### src/sv/rsc_pkg.sv
package rsc_pkg;

    // Default sizing
    localparam int ACC_WIDTH_DEF      = 32;
    localparam int MAX_OUT_DIGITS_DEF = 32;

    // Field widths
    localparam int CHAR_W   = 8;
    localparam int RADIX_W  = 5;
    localparam int DIGIT_W  = 4;
    localparam int CFG_IDX_W = 2;

    // Register indexes on the configuration port
    localparam logic [CFG_IDX_W-1:0] CFG_INPUT_RADIX  = 2'd0;
    localparam logic [CFG_IDX_W-1:0] CFG_OUTPUT_RADIX = 2'd1;

    // Register reset values
    localparam logic [RADIX_W-1:0] INPUT_RADIX_RST  = 5'd10;
    localparam logic [RADIX_W-1:0] OUTPUT_RADIX_RST = 5'd2;

    // Output radix clamp limits
    localparam logic [RADIX_W-1:0] RADIX_MIN = 5'd2;
    localparam logic [RADIX_W-1:0] RADIX_MAX = 5'd16;

    // ASCII codes
    localparam logic [CHAR_W-1:0] CHAR_0 = 8'h30;
    localparam logic [CHAR_W-1:0] CHAR_9 = 8'h39;
    localparam logic [CHAR_W-1:0] CHAR_A = 8'h41;
    localparam logic [CHAR_W-1:0] CHAR_F = 8'h46;
    localparam logic [CHAR_W-1:0] TEN    = 8'd10;

    // ASCII character to digit value; anything not 0-9 or A-F is zero
    function automatic logic [DIGIT_W-1:0] char_value(input logic [CHAR_W-1:0] ch);
        logic [CHAR_W-1:0] d;
        d = '0;
        if (ch inside {[CHAR_0:CHAR_9]})
        begin
            d = ch - CHAR_0;
        end
        else if (ch inside {[CHAR_A:CHAR_F]})
        begin
            d = ch - CHAR_A + TEN;
        end
        return d[DIGIT_W-1:0];
    endfunction

    // Digit value to uppercase ASCII
    function automatic logic [CHAR_W-1:0] digit_to_char(input logic [DIGIT_W-1:0] d);
        logic [CHAR_W-1:0] dx;
        dx = {{(CHAR_W-DIGIT_W){1'b0}}, d};
        if (dx < TEN)
        begin
            return dx + CHAR_0;
        end
        return dx + (CHAR_A - TEN);
    endfunction

endpackage

### src/sv/rsc_ram.sv
module rsc_ram #(
    parameter int WIDTH = 4,
    parameter int DEPTH = 32
) (
    input  logic                     clk,
    input  logic                     we,
    input  logic [$clog2(DEPTH)-1:0] waddr,
    input  logic [WIDTH-1:0]         wdata,
    input  logic                     re,
    input  logic [$clog2(DEPTH)-1:0] raddr,
    output logic [WIDTH-1:0]         rdata
);

    logic [WIDTH-1:0] mem [DEPTH];
    logic [WIDTH-1:0] rdata_reg;

    // One write port, one registered read port
    always_ff @(posedge clk)
    begin
        if (we)
        begin
            mem[waddr] <= wdata;
        end
        if (re)
        begin
            rdata_reg <= mem[raddr];
        end
    end

    assign rdata = rdata_reg;

endmodule

### src/sv/rsc_divider.sv
module rsc_divider
    import rsc_pkg::*;
#(
    parameter int DATA_W = ACC_WIDTH_DEF
) (
    input  logic               clk,
    input  logic               rst_n,
    input  logic               start,
    input  logic [DATA_W-1:0]  dividend,
    input  logic [RADIX_W-1:0] divisor,
    output logic               done,
    output logic [DATA_W-1:0]  quotient,
    output logic [DIGIT_W-1:0] remainder
);

    localparam int CNT_W = $clog2(DATA_W + 1);

    logic               busy_reg, busy_next;
    logic               done_reg, done_next;
    logic [CNT_W-1:0]   cnt_reg, cnt_next;
    logic [DATA_W-1:0]  quot_reg, quot_next;
    logic [DIGIT_W-1:0] rem_reg, rem_next;

    logic [RADIX_W-1:0] trial;
    logic [RADIX_W-1:0] diff;
    logic               fits;

    // Restoring step: one quotient bit per cycle, remainder stays below divisor
    always_comb
    begin
        trial = {rem_reg, quot_reg[DATA_W-1]};
        fits  = (trial >= divisor);
        diff  = trial - divisor;
    end

    always_comb
    begin
        busy_next = busy_reg;
        done_next = 1'b0;
        cnt_next  = cnt_reg;
        quot_next = quot_reg;
        rem_next  = rem_reg;
        if (start)
        begin
            busy_next = 1'b1;
            cnt_next  = CNT_W'(DATA_W);
            quot_next = dividend;
            rem_next  = '0;
        end
        else if (busy_reg)
        begin
            quot_next = {quot_reg[DATA_W-2:0], fits};
            rem_next  = fits ? diff[DIGIT_W-1:0] : trial[DIGIT_W-1:0];
            cnt_next  = cnt_reg - 1'b1;
            if (cnt_reg == CNT_W'(1))
            begin
                busy_next = 1'b0;
                done_next = 1'b1;
            end
        end
    end

    always_ff @(posedge clk or negedge rst_n)
    begin
        if (!rst_n)
        begin
            busy_reg <= 1'b0;
            done_reg <= 1'b0;
            cnt_reg  <= '0;
        end
        else
        begin
            busy_reg <= busy_next;
            done_reg <= done_next;
            cnt_reg  <= cnt_next;
        end
    end

    always_ff @(posedge clk)
    begin
        quot_reg <= quot_next;
        rem_reg  <= rem_next;
    end

    assign done      = done_reg;
    assign quotient  = quot_reg;
    assign remainder = rem_reg;

endmodule

### src/sv/radix_string_converter.sv
// Channel | Direction | Handshake           | Word
// --------+-----------+---------------------+------------------------------------
// in      | input     | in_valid / in_ready | digit_char[7:0], last_digit
// out     | output    | out_valid/out_ready | out_char[7:0], last_out
// cfg     | input     | cfg_valid/cfg_ready | cfg_index[1:0], cfg_data[4:0]
//
// A character that is not last folds into the accumulator when it is accepted.
// The last character starts a conversion: each output digit comes from the
// shared bit-serial divider, then each digit is read back from the digit RAM
// (S_READ, then S_LOAD), waiting on any output stall. in_ready is low
// from the last character until the final digit sits in the output register.
// Reset (rst_n, async, active low) clears the accumulator and sets the radixes
// to 10 in, 2 out; the digit RAM needs no clearing. cfg_ready is always high.
module radix_string_converter
    import rsc_pkg::*;
#(
    parameter int ACC_WIDTH      = ACC_WIDTH_DEF,
    parameter int MAX_OUT_DIGITS = MAX_OUT_DIGITS_DEF
) (
    input  logic                 clk,
    input  logic                 rst_n,
    input  logic                 in_valid,
    output logic                 in_ready,
    input  logic [CHAR_W-1:0]    digit_char,
    input  logic                 last_digit,
    output logic                 out_valid,
    input  logic                 out_ready,
    output logic [CHAR_W-1:0]    out_char,
    output logic                 last_out,
    input  logic                 cfg_valid,
    output logic                 cfg_ready,
    input  logic [CFG_IDX_W-1:0] cfg_index,
    input  logic [RADIX_W-1:0]   cfg_data
);

    localparam int ADDR_W = $clog2(MAX_OUT_DIGITS);
    localparam int CNT_W  = $clog2(MAX_OUT_DIGITS + 1);

    localparam logic [2:0] S_IDLE  = 3'd0;
    localparam logic [2:0] S_CHECK = 3'd1;
    localparam logic [2:0] S_DIV   = 3'd2;
    localparam logic [2:0] S_READ  = 3'd3;
    localparam logic [2:0] S_LOAD  = 3'd4;

    logic [2:0]           state_reg, state_next;
    logic [RADIX_W-1:0]   in_radix_reg, in_radix_next;
    logic [RADIX_W-1:0]   out_radix_reg, out_radix_next;
    logic [ACC_WIDTH-1:0] acc_reg, acc_next;
    logic [ACC_WIDTH-1:0] val_reg, val_next;
    logic [CNT_W-1:0]     cnt_reg, cnt_next;
    logic [ADDR_W-1:0]    idx_reg, idx_next;
    logic                 out_valid_reg, out_valid_next;
    logic [CHAR_W-1:0]    out_char_reg, out_char_next;
    logic                 last_out_reg, last_out_next;

    logic [ACC_WIDTH-1:0] folded;
    logic [RADIX_W-1:0]   radix;
    logic                 in_fire;
    logic                 load;

    logic                 div_start;
    logic                 div_done;
    logic [ACC_WIDTH-1:0] div_quot;
    logic [DIGIT_W-1:0]   div_rem;

    logic                 ram_we;
    logic [ADDR_W-1:0]    ram_waddr;
    logic [DIGIT_W-1:0]   ram_wdata;
    logic                 ram_re;
    logic [DIGIT_W-1:0]   ram_rdata;

    assign in_ready  = (state_reg == S_IDLE);
    assign cfg_ready = 1'b1;
    assign in_fire   = in_valid && in_ready;

    // Fold: acc * input radix + digit, wrapping at ACC_WIDTH
    assign folded = acc_reg * {{(ACC_WIDTH-RADIX_W){1'b0}}, in_radix_reg}
                  + {{(ACC_WIDTH-DIGIT_W){1'b0}}, char_value(digit_char)};

    // Output radix clamped to 2..16
    always_comb
    begin
        radix = out_radix_reg;
        if (out_radix_reg < RADIX_MIN)
        begin
            radix = RADIX_MIN;
        end
        else if (out_radix_reg > RADIX_MAX)
        begin
            radix = RADIX_MAX;
        end
    end

    // Output register is free when empty or being drained this cycle
    assign load = (state_reg == S_LOAD) && (!out_valid_reg || out_ready);

    // Configuration writes
    always_comb
    begin
        in_radix_next  = in_radix_reg;
        out_radix_next = out_radix_reg;
        if (cfg_valid)
        begin
            case (cfg_index)
                CFG_INPUT_RADIX:  in_radix_next  = cfg_data;
                CFG_OUTPUT_RADIX: out_radix_next = cfg_data;
                default:          ;
            endcase
        end
    end

    // Sequencer
    always_comb
    begin
        state_next     = state_reg;
        acc_next       = acc_reg;
        val_next       = val_reg;
        cnt_next       = cnt_reg;
        idx_next       = idx_reg;
        div_start      = 1'b0;
        ram_we         = 1'b0;
        ram_waddr      = cnt_reg[ADDR_W-1:0];
        ram_wdata      = div_rem;
        ram_re         = 1'b0;
        out_valid_next = out_valid_reg && !out_ready;
        out_char_next  = out_char_reg;
        last_out_next  = last_out_reg;
        case (state_reg)
            S_IDLE:
            begin
                if (in_fire)
                begin
                    if (last_digit)
                    begin
                        acc_next   = '0;
                        val_next   = folded;
                        cnt_next   = '0;
                        state_next = S_CHECK;
                    end
                    else
                    begin
                        acc_next = folded;
                    end
                end
            end
            S_CHECK:
            begin
                if (val_reg == '0 && cnt_reg == '0)
                begin
                    // zero value: a single "0" digit
                    ram_we     = 1'b1;
                    ram_waddr  = '0;
                    ram_wdata  = '0;
                    cnt_next   = CNT_W'(1);
                    idx_next   = '0;
                    state_next = S_READ;
                end
                else if (val_reg == '0 || cnt_reg == CNT_W'(MAX_OUT_DIGITS))
                begin
                    idx_next   = ADDR_W'(cnt_reg - 1'b1);
                    state_next = S_READ;
                end
                else
                begin
                    div_start  = 1'b1;
                    state_next = S_DIV;
                end
            end
            S_DIV:
            begin
                if (div_done)
                begin
                    ram_we     = 1'b1;
                    val_next   = div_quot;
                    cnt_next   = cnt_reg + 1'b1;
                    state_next = S_CHECK;
                end
            end
            S_READ:
            begin
                ram_re     = 1'b1;
                state_next = S_LOAD;
            end
            S_LOAD:
            begin
                if (load)
                begin
                    out_valid_next = 1'b1;
                    out_char_next  = digit_to_char(ram_rdata);
                    last_out_next  = (idx_reg == '0);
                    if (idx_reg == '0)
                    begin
                        state_next = S_IDLE;
                    end
                    else
                    begin
                        idx_next   = idx_reg - 1'b1;
                        state_next = S_READ;
                    end
                end
            end
            default:
            begin
                state_next = S_IDLE;
            end
        endcase
    end

    always_ff @(posedge clk or negedge rst_n)
    begin
        if (!rst_n)
        begin
            state_reg     <= S_IDLE;
            in_radix_reg  <= INPUT_RADIX_RST;
            out_radix_reg <= OUTPUT_RADIX_RST;
            acc_reg       <= '0;
            cnt_reg       <= '0;
            idx_reg       <= '0;
            out_valid_reg <= 1'b0;
        end
        else
        begin
            state_reg     <= state_next;
            in_radix_reg  <= in_radix_next;
            out_radix_reg <= out_radix_next;
            acc_reg       <= acc_next;
            cnt_reg       <= cnt_next;
            idx_reg       <= idx_next;
            out_valid_reg <= out_valid_next;
        end
    end

    always_ff @(posedge clk)
    begin
        val_reg      <= val_next;
        out_char_reg <= out_char_next;
        last_out_reg <= last_out_next;
    end

    // Shared divider by the output radix
    rsc_divider #(
        .DATA_W (ACC_WIDTH)
    ) u_div (
        .clk       (clk),
        .rst_n     (rst_n),
        .start     (div_start),
        .dividend  (val_reg),
        .divisor   (radix),
        .done      (div_done),
        .quotient  (div_quot),
        .remainder (div_rem)
    );

    // Remainder store, least significant digit at address 0
    rsc_ram #(
        .WIDTH (DIGIT_W),
        .DEPTH (MAX_OUT_DIGITS)
    ) u_store (
        .clk   (clk),
        .we    (ram_we),
        .waddr (ram_waddr),
        .wdata (ram_wdata),
        .re    (ram_re),
        .raddr (idx_reg),
        .rdata (ram_rdata)
    );

    assign out_valid = out_valid_reg;
    assign out_char  = out_char_reg;
    assign last_out  = last_out_reg;

    // Divider finishes only while the sequencer waits on it
    a_div_done_in_div: assert property (@(posedge clk) disable iff (!rst_n)
        div_done |-> (state_reg == S_DIV))
        else $error("divider done outside divide state");

    // Digit count never passes the store depth
    a_cnt_bound: assert property (@(posedge clk) disable iff (!rst_n)
        cnt_reg <= CNT_W'(MAX_OUT_DIGITS))
        else $error("digit count past store depth");

    // Readback only touches digits that were produced
    a_read_in_range: assert property (@(posedge clk) disable iff (!rst_n)
        (state_reg == S_READ) |-> (cnt_reg != '0 && CNT_W'(idx_reg) < cnt_reg))
        else $error("digit read outside produced range");

    // Loading the least significant digit flags it and frees the input
    a_last_flag: assert property (@(posedge clk) disable iff (!rst_n)
        (load && idx_reg == '0) |=> (last_out && out_valid && in_ready))
        else $error("final digit not flagged");

endmodule
### config.mk
export PLATFORM = sky130hd
export DESIGN_NAME = radix_string_converter
export DESIGN_NICKNAME = d
export VERILOG_FILES = /design/src/sv/rsc_pkg.sv /design/src/sv/rsc_ram.sv /design/src/sv/rsc_divider.sv /design/src/sv/radix_string_converter.sv
export SDC_FILE = /design/constraint.sdc
export NUM_CORES = 1
export LEC_CHECK = 0
export BUFFER_PORTS_ARGS = -buffer_cell sky130_fd_sc_hd__buf_2
export CAP_MARGIN = 25
export CORE_ASPECT_RATIO = 0.75
export CORE_MARGIN = 3
export CORE_UTILIZATION = 30
export DETAILED_ROUTE_END_ITERATION = 12
export GPL_TIMING_DRIVEN = 0
export PLACE_DENSITY = 0.5
export SKIP_LAST_GASP = 1
export SLEW_MARGIN = 20
export SYNTH_ARGS = -nofsm -noshare
export SYNTH_HDL_FRONTEND = slang
export SYNTH_SLANG_ARGS = --single-unit
### constraint.sdc
create_clock -name clk -period 7 [get_ports clk]
set_input_delay 1.05 -clock clk [delete_from_list [all_inputs] [get_ports clk]]
set_output_delay 1.05 -clock clk [all_outputs]
set_load 0.01 [all_outputs]
==> summary.txt <==
Die Ht: 211.3 um
Max FFs per register: 128
Post-CTS Hold Buffers: 0
Vias in the first global route: 11800
Share of the synthesized area in the top cell type: 36.33%
CTS tree: built
Clock Path Buffers: 3
Synth Area in Adders: 16.04%
Worst-path maximum fanout: 10
Post-Place Setup Slack: 0.1852 ns
Synth Area in Compound Gates: 10.23%
Total die area: 59110 um2
XOR/XNOR share of the synthesized area: 1.818%
Unrepaired setup endpoints after global routing: false
Power Dens Cells: 390.3 nW/um2
Dpl cell area: 18000 um2
Crit share post-route: 87.47%
Post-synth top cells: 204 x edfxtp_1, 193 x nand2_1, 90 x nor2_1, 87 x fa_1, 86 x inv_1
Post-synthesis mux area share: 7.659%
Clk_skew: 0.02483 ns
Post-Route WL: 45.02 mm
Largest Register: u_store.mem
Worst Hold Class: in2async
Max VDD drop: 0.0002160 V
Max Transition Viols Final: 0
Synth area leader: edfxtp_1
Worst Tran Pin Value: 0.9252 ns
Count leader, synth: edfxtp_1
Chip width: 279.7 um
Status: complete, no violations
First-pass GRT wire length: 70.60 mm
Post-DR vias/cell: 5.097
Iteration-0 DRC Markers: 1003
Grt total ovfl: 0
Critical Path RT: 7.32 ns
Logic pwr share: 43.6%
Met1 GRT Util: 24.60%
R2R Setup Slk: 0.88 ns
Avg WL per Cell: 19.64 um
Min Clock Period, post-route: 6.123 ns
Kind of end point of the critical path: flip-flop
Top Usage Layer GRT: met1
Sequential power share: 36.9%
Setup ws final: 0.8774 ns
Initial Utilization: 30.66%
Mapped Area: 16860 um2
Clock Power Share: 19.5%
Synth Area in Simple Gates: 14.04%
Netlist cell types: 80
Clock Sinks: 273
Switch Pwr: 2.968 mW
Met3 global-route usage: 2.459%
Initial antenna violation count: 0
H-Tree Depth: 1
PostCTS Resize Cnt: 0
Post-route DRC violation count: 0
Ant diodes: 0
IO Count: 33
Critical path type: reg2reg
Setup crit start: in_radix_reg[3]
Clock slew at reported path FFs: 0.06 ns
#FFs+latches synth: 273
Share of layout cells above drive strength 1: 12.17%
Layout area overhead: 11.99%
Final instance area: 18880 um2
Nets: 1733
Setup violators final: 0
Setup bufs post-CTS: 0
Main synth FF type: edfxtp_1
Root buffer cell: clkbuf_16
M2 GR Usage: 21.96%
R2r endpoint: val_reg[26]
Antenna Nets Post-Route: 0
Setup TNS: 0 ns
Syn nets: 1667
Clk Latency, worst-skew pair: 0.58 ns
Sw frac: 40.27%
Placement Rows: 74
Synth top area cells: edfxtp_1 36%, fa_1 10%, dfrtp_1 9.2%, ha_1 5.7%, nand2_1 4.3%
Synth Instances: 1482
Final GP Congestion: 0.8238
Number of synthesized flops with an enable pin: 204
All-layer global routing usage: 15.40%
CP arrival: 6.44 ns
Hpwl dp: 34.26 mm
Final Hold Viols: 0
Via count: 11680
R2r worst-path depth: 15
Register area share after synthesis: 46.48%
FMAX: 163.3 MHz
PortBufs: 30
Asr flop ratio synth: 23.81%
DR pass1 iterations: 6
Worst setup SP type: flip-flop
Core region area: 55000 um2
Combinational family with the most area after synthesis: adder cells
Internal power: 4.402 mW
Avg Inst Size Synth: 11.38 um2
Warnings, synthesis: 0
CTS Buf Count: 30
Worst R2R Start: in_radix_reg[3]
Max-Slew Margin vs Limit: 38.09%
Maximum capacitance violations: 0
Leakage: 7.746 nW
Largest net degree at the start of global routing: 41
-- layout make-up --
cell class	count	area (um2)
multi-input cells	1052	8438
flip-flops and latches	273	7836
repair buffers	34	206.4
plain buffers	70	295.3
fillers	5521	36120
well taps	722	903.4
inverters	87	326.6
clock inverters	12	78.83
clock buffers	42	795.8
-- cells by family (layout without fill, tap and decap cells) --
group,after synthesis,in the layout
AOI/OAI and AO/OA,257,257
xor gates and xnor gates,35,35
other,2,2
adders and majority gates,164,164
and+or+nand+nor,492,492
muxes,102,102
buffers and inverters,157,245
DFF,273,273
-- routing by layer --
| metal | share of wire (%) | up-vias | wire length, um |
|---|---|---|---|
| met2 | 41 | 279 | 18240 |
| met5 | 0 | - | 0 |
| li1 | - | 5443 | - |
| met3 | 5.5 | 46 | 2481 |
| met1 | 52 | 5914 | 23620 |
| met4 | 1.5 | 0 | 680 |
-- power groups by stage --
| stage | Sequential, mW | Clock, mW | Combinational, mW |
|---|---|---|---|
| detailed placement | 2.74 | 0 | 3.22 |
| global route | 2.76 | 1.54 | 3.61 |
| CTS | 2.71 | 1.48 | 3.24 |
| floorplan | 2.59 | 0 | 2.30 |
| finish | 2.72 | 1.44 | 3.21 |
| global placement | 2.76 | 0 | 3.14 |
-- metrics by stage --
| step | power [mW] | hold slack [ns] | instances | util, % |
|---|---|---|---|---|
| 2_1_floorplan | 4.897 | 0.4599 | 1482 | - |
| 3_3_place_gp | 5.897 | 0.4907 | 2234 | 32.57 |
| 3_5_place_dp | 5.961 | 0.4963 | 2238 | 32.74 |
| 4_1_cts | 7.438 | 0.4031 | 2292 | 34.33 |
| 5_1_grt | 7.915 | 0.4276 | 2292 | 34.33 |
| 6_report | 7.370 | 0.4218 | 2292 | 34.33 |
-- worst max path at each step --
stage / to / slack (ns) / depth (start not counted)
3_5_place_dp: val_reg[30] / 0.19 / 19
4_1_cts: val_reg[30] / 0.77 / 19
6_report: val_reg[26] / 0.88 / 15
3_3_place_gp: val_reg[30] / 0.27 / 19
5_1_grt: val_reg[26] / 0.61 / 15
2_1_floorplan: val_reg[30] / 1.26 / 18
-- worst max-delay path, stage by stage, from the launching register on --
cell and delay [ns]:
dfstp_2 0.60, clkbuf_1 0.57, buf_1 0.64, nand2_1 0.16, fa_1 0.53, fa_1 0.52, fa_1 0.56, inv_1 0.06
ha_1 0.34, nor2b_1 0.16, o2111ai_1 0.28, a21oi_2 0.16, a2111oi_4 0.50, nor4_1 0.11, or3_1 0.42, a31o_1 0.24
-- layout by cell type, fill, tap and decap left out, types with 30 or more instances in the layout --
cell type  instances
fa_1              87
a21oi_1           69
buf_2             43
ha_1              77
edfxtp_1         204
mux2_2            56
clkbuf_1          60
nand2_1          193
nor2_1            90
dfrtp_1           62
clkbuf_16         30
mux2i_1           30
inv_1             86
and2_1            67
o21ai_0           50
No activity file was read; power rests on OpenSTA's default activity.
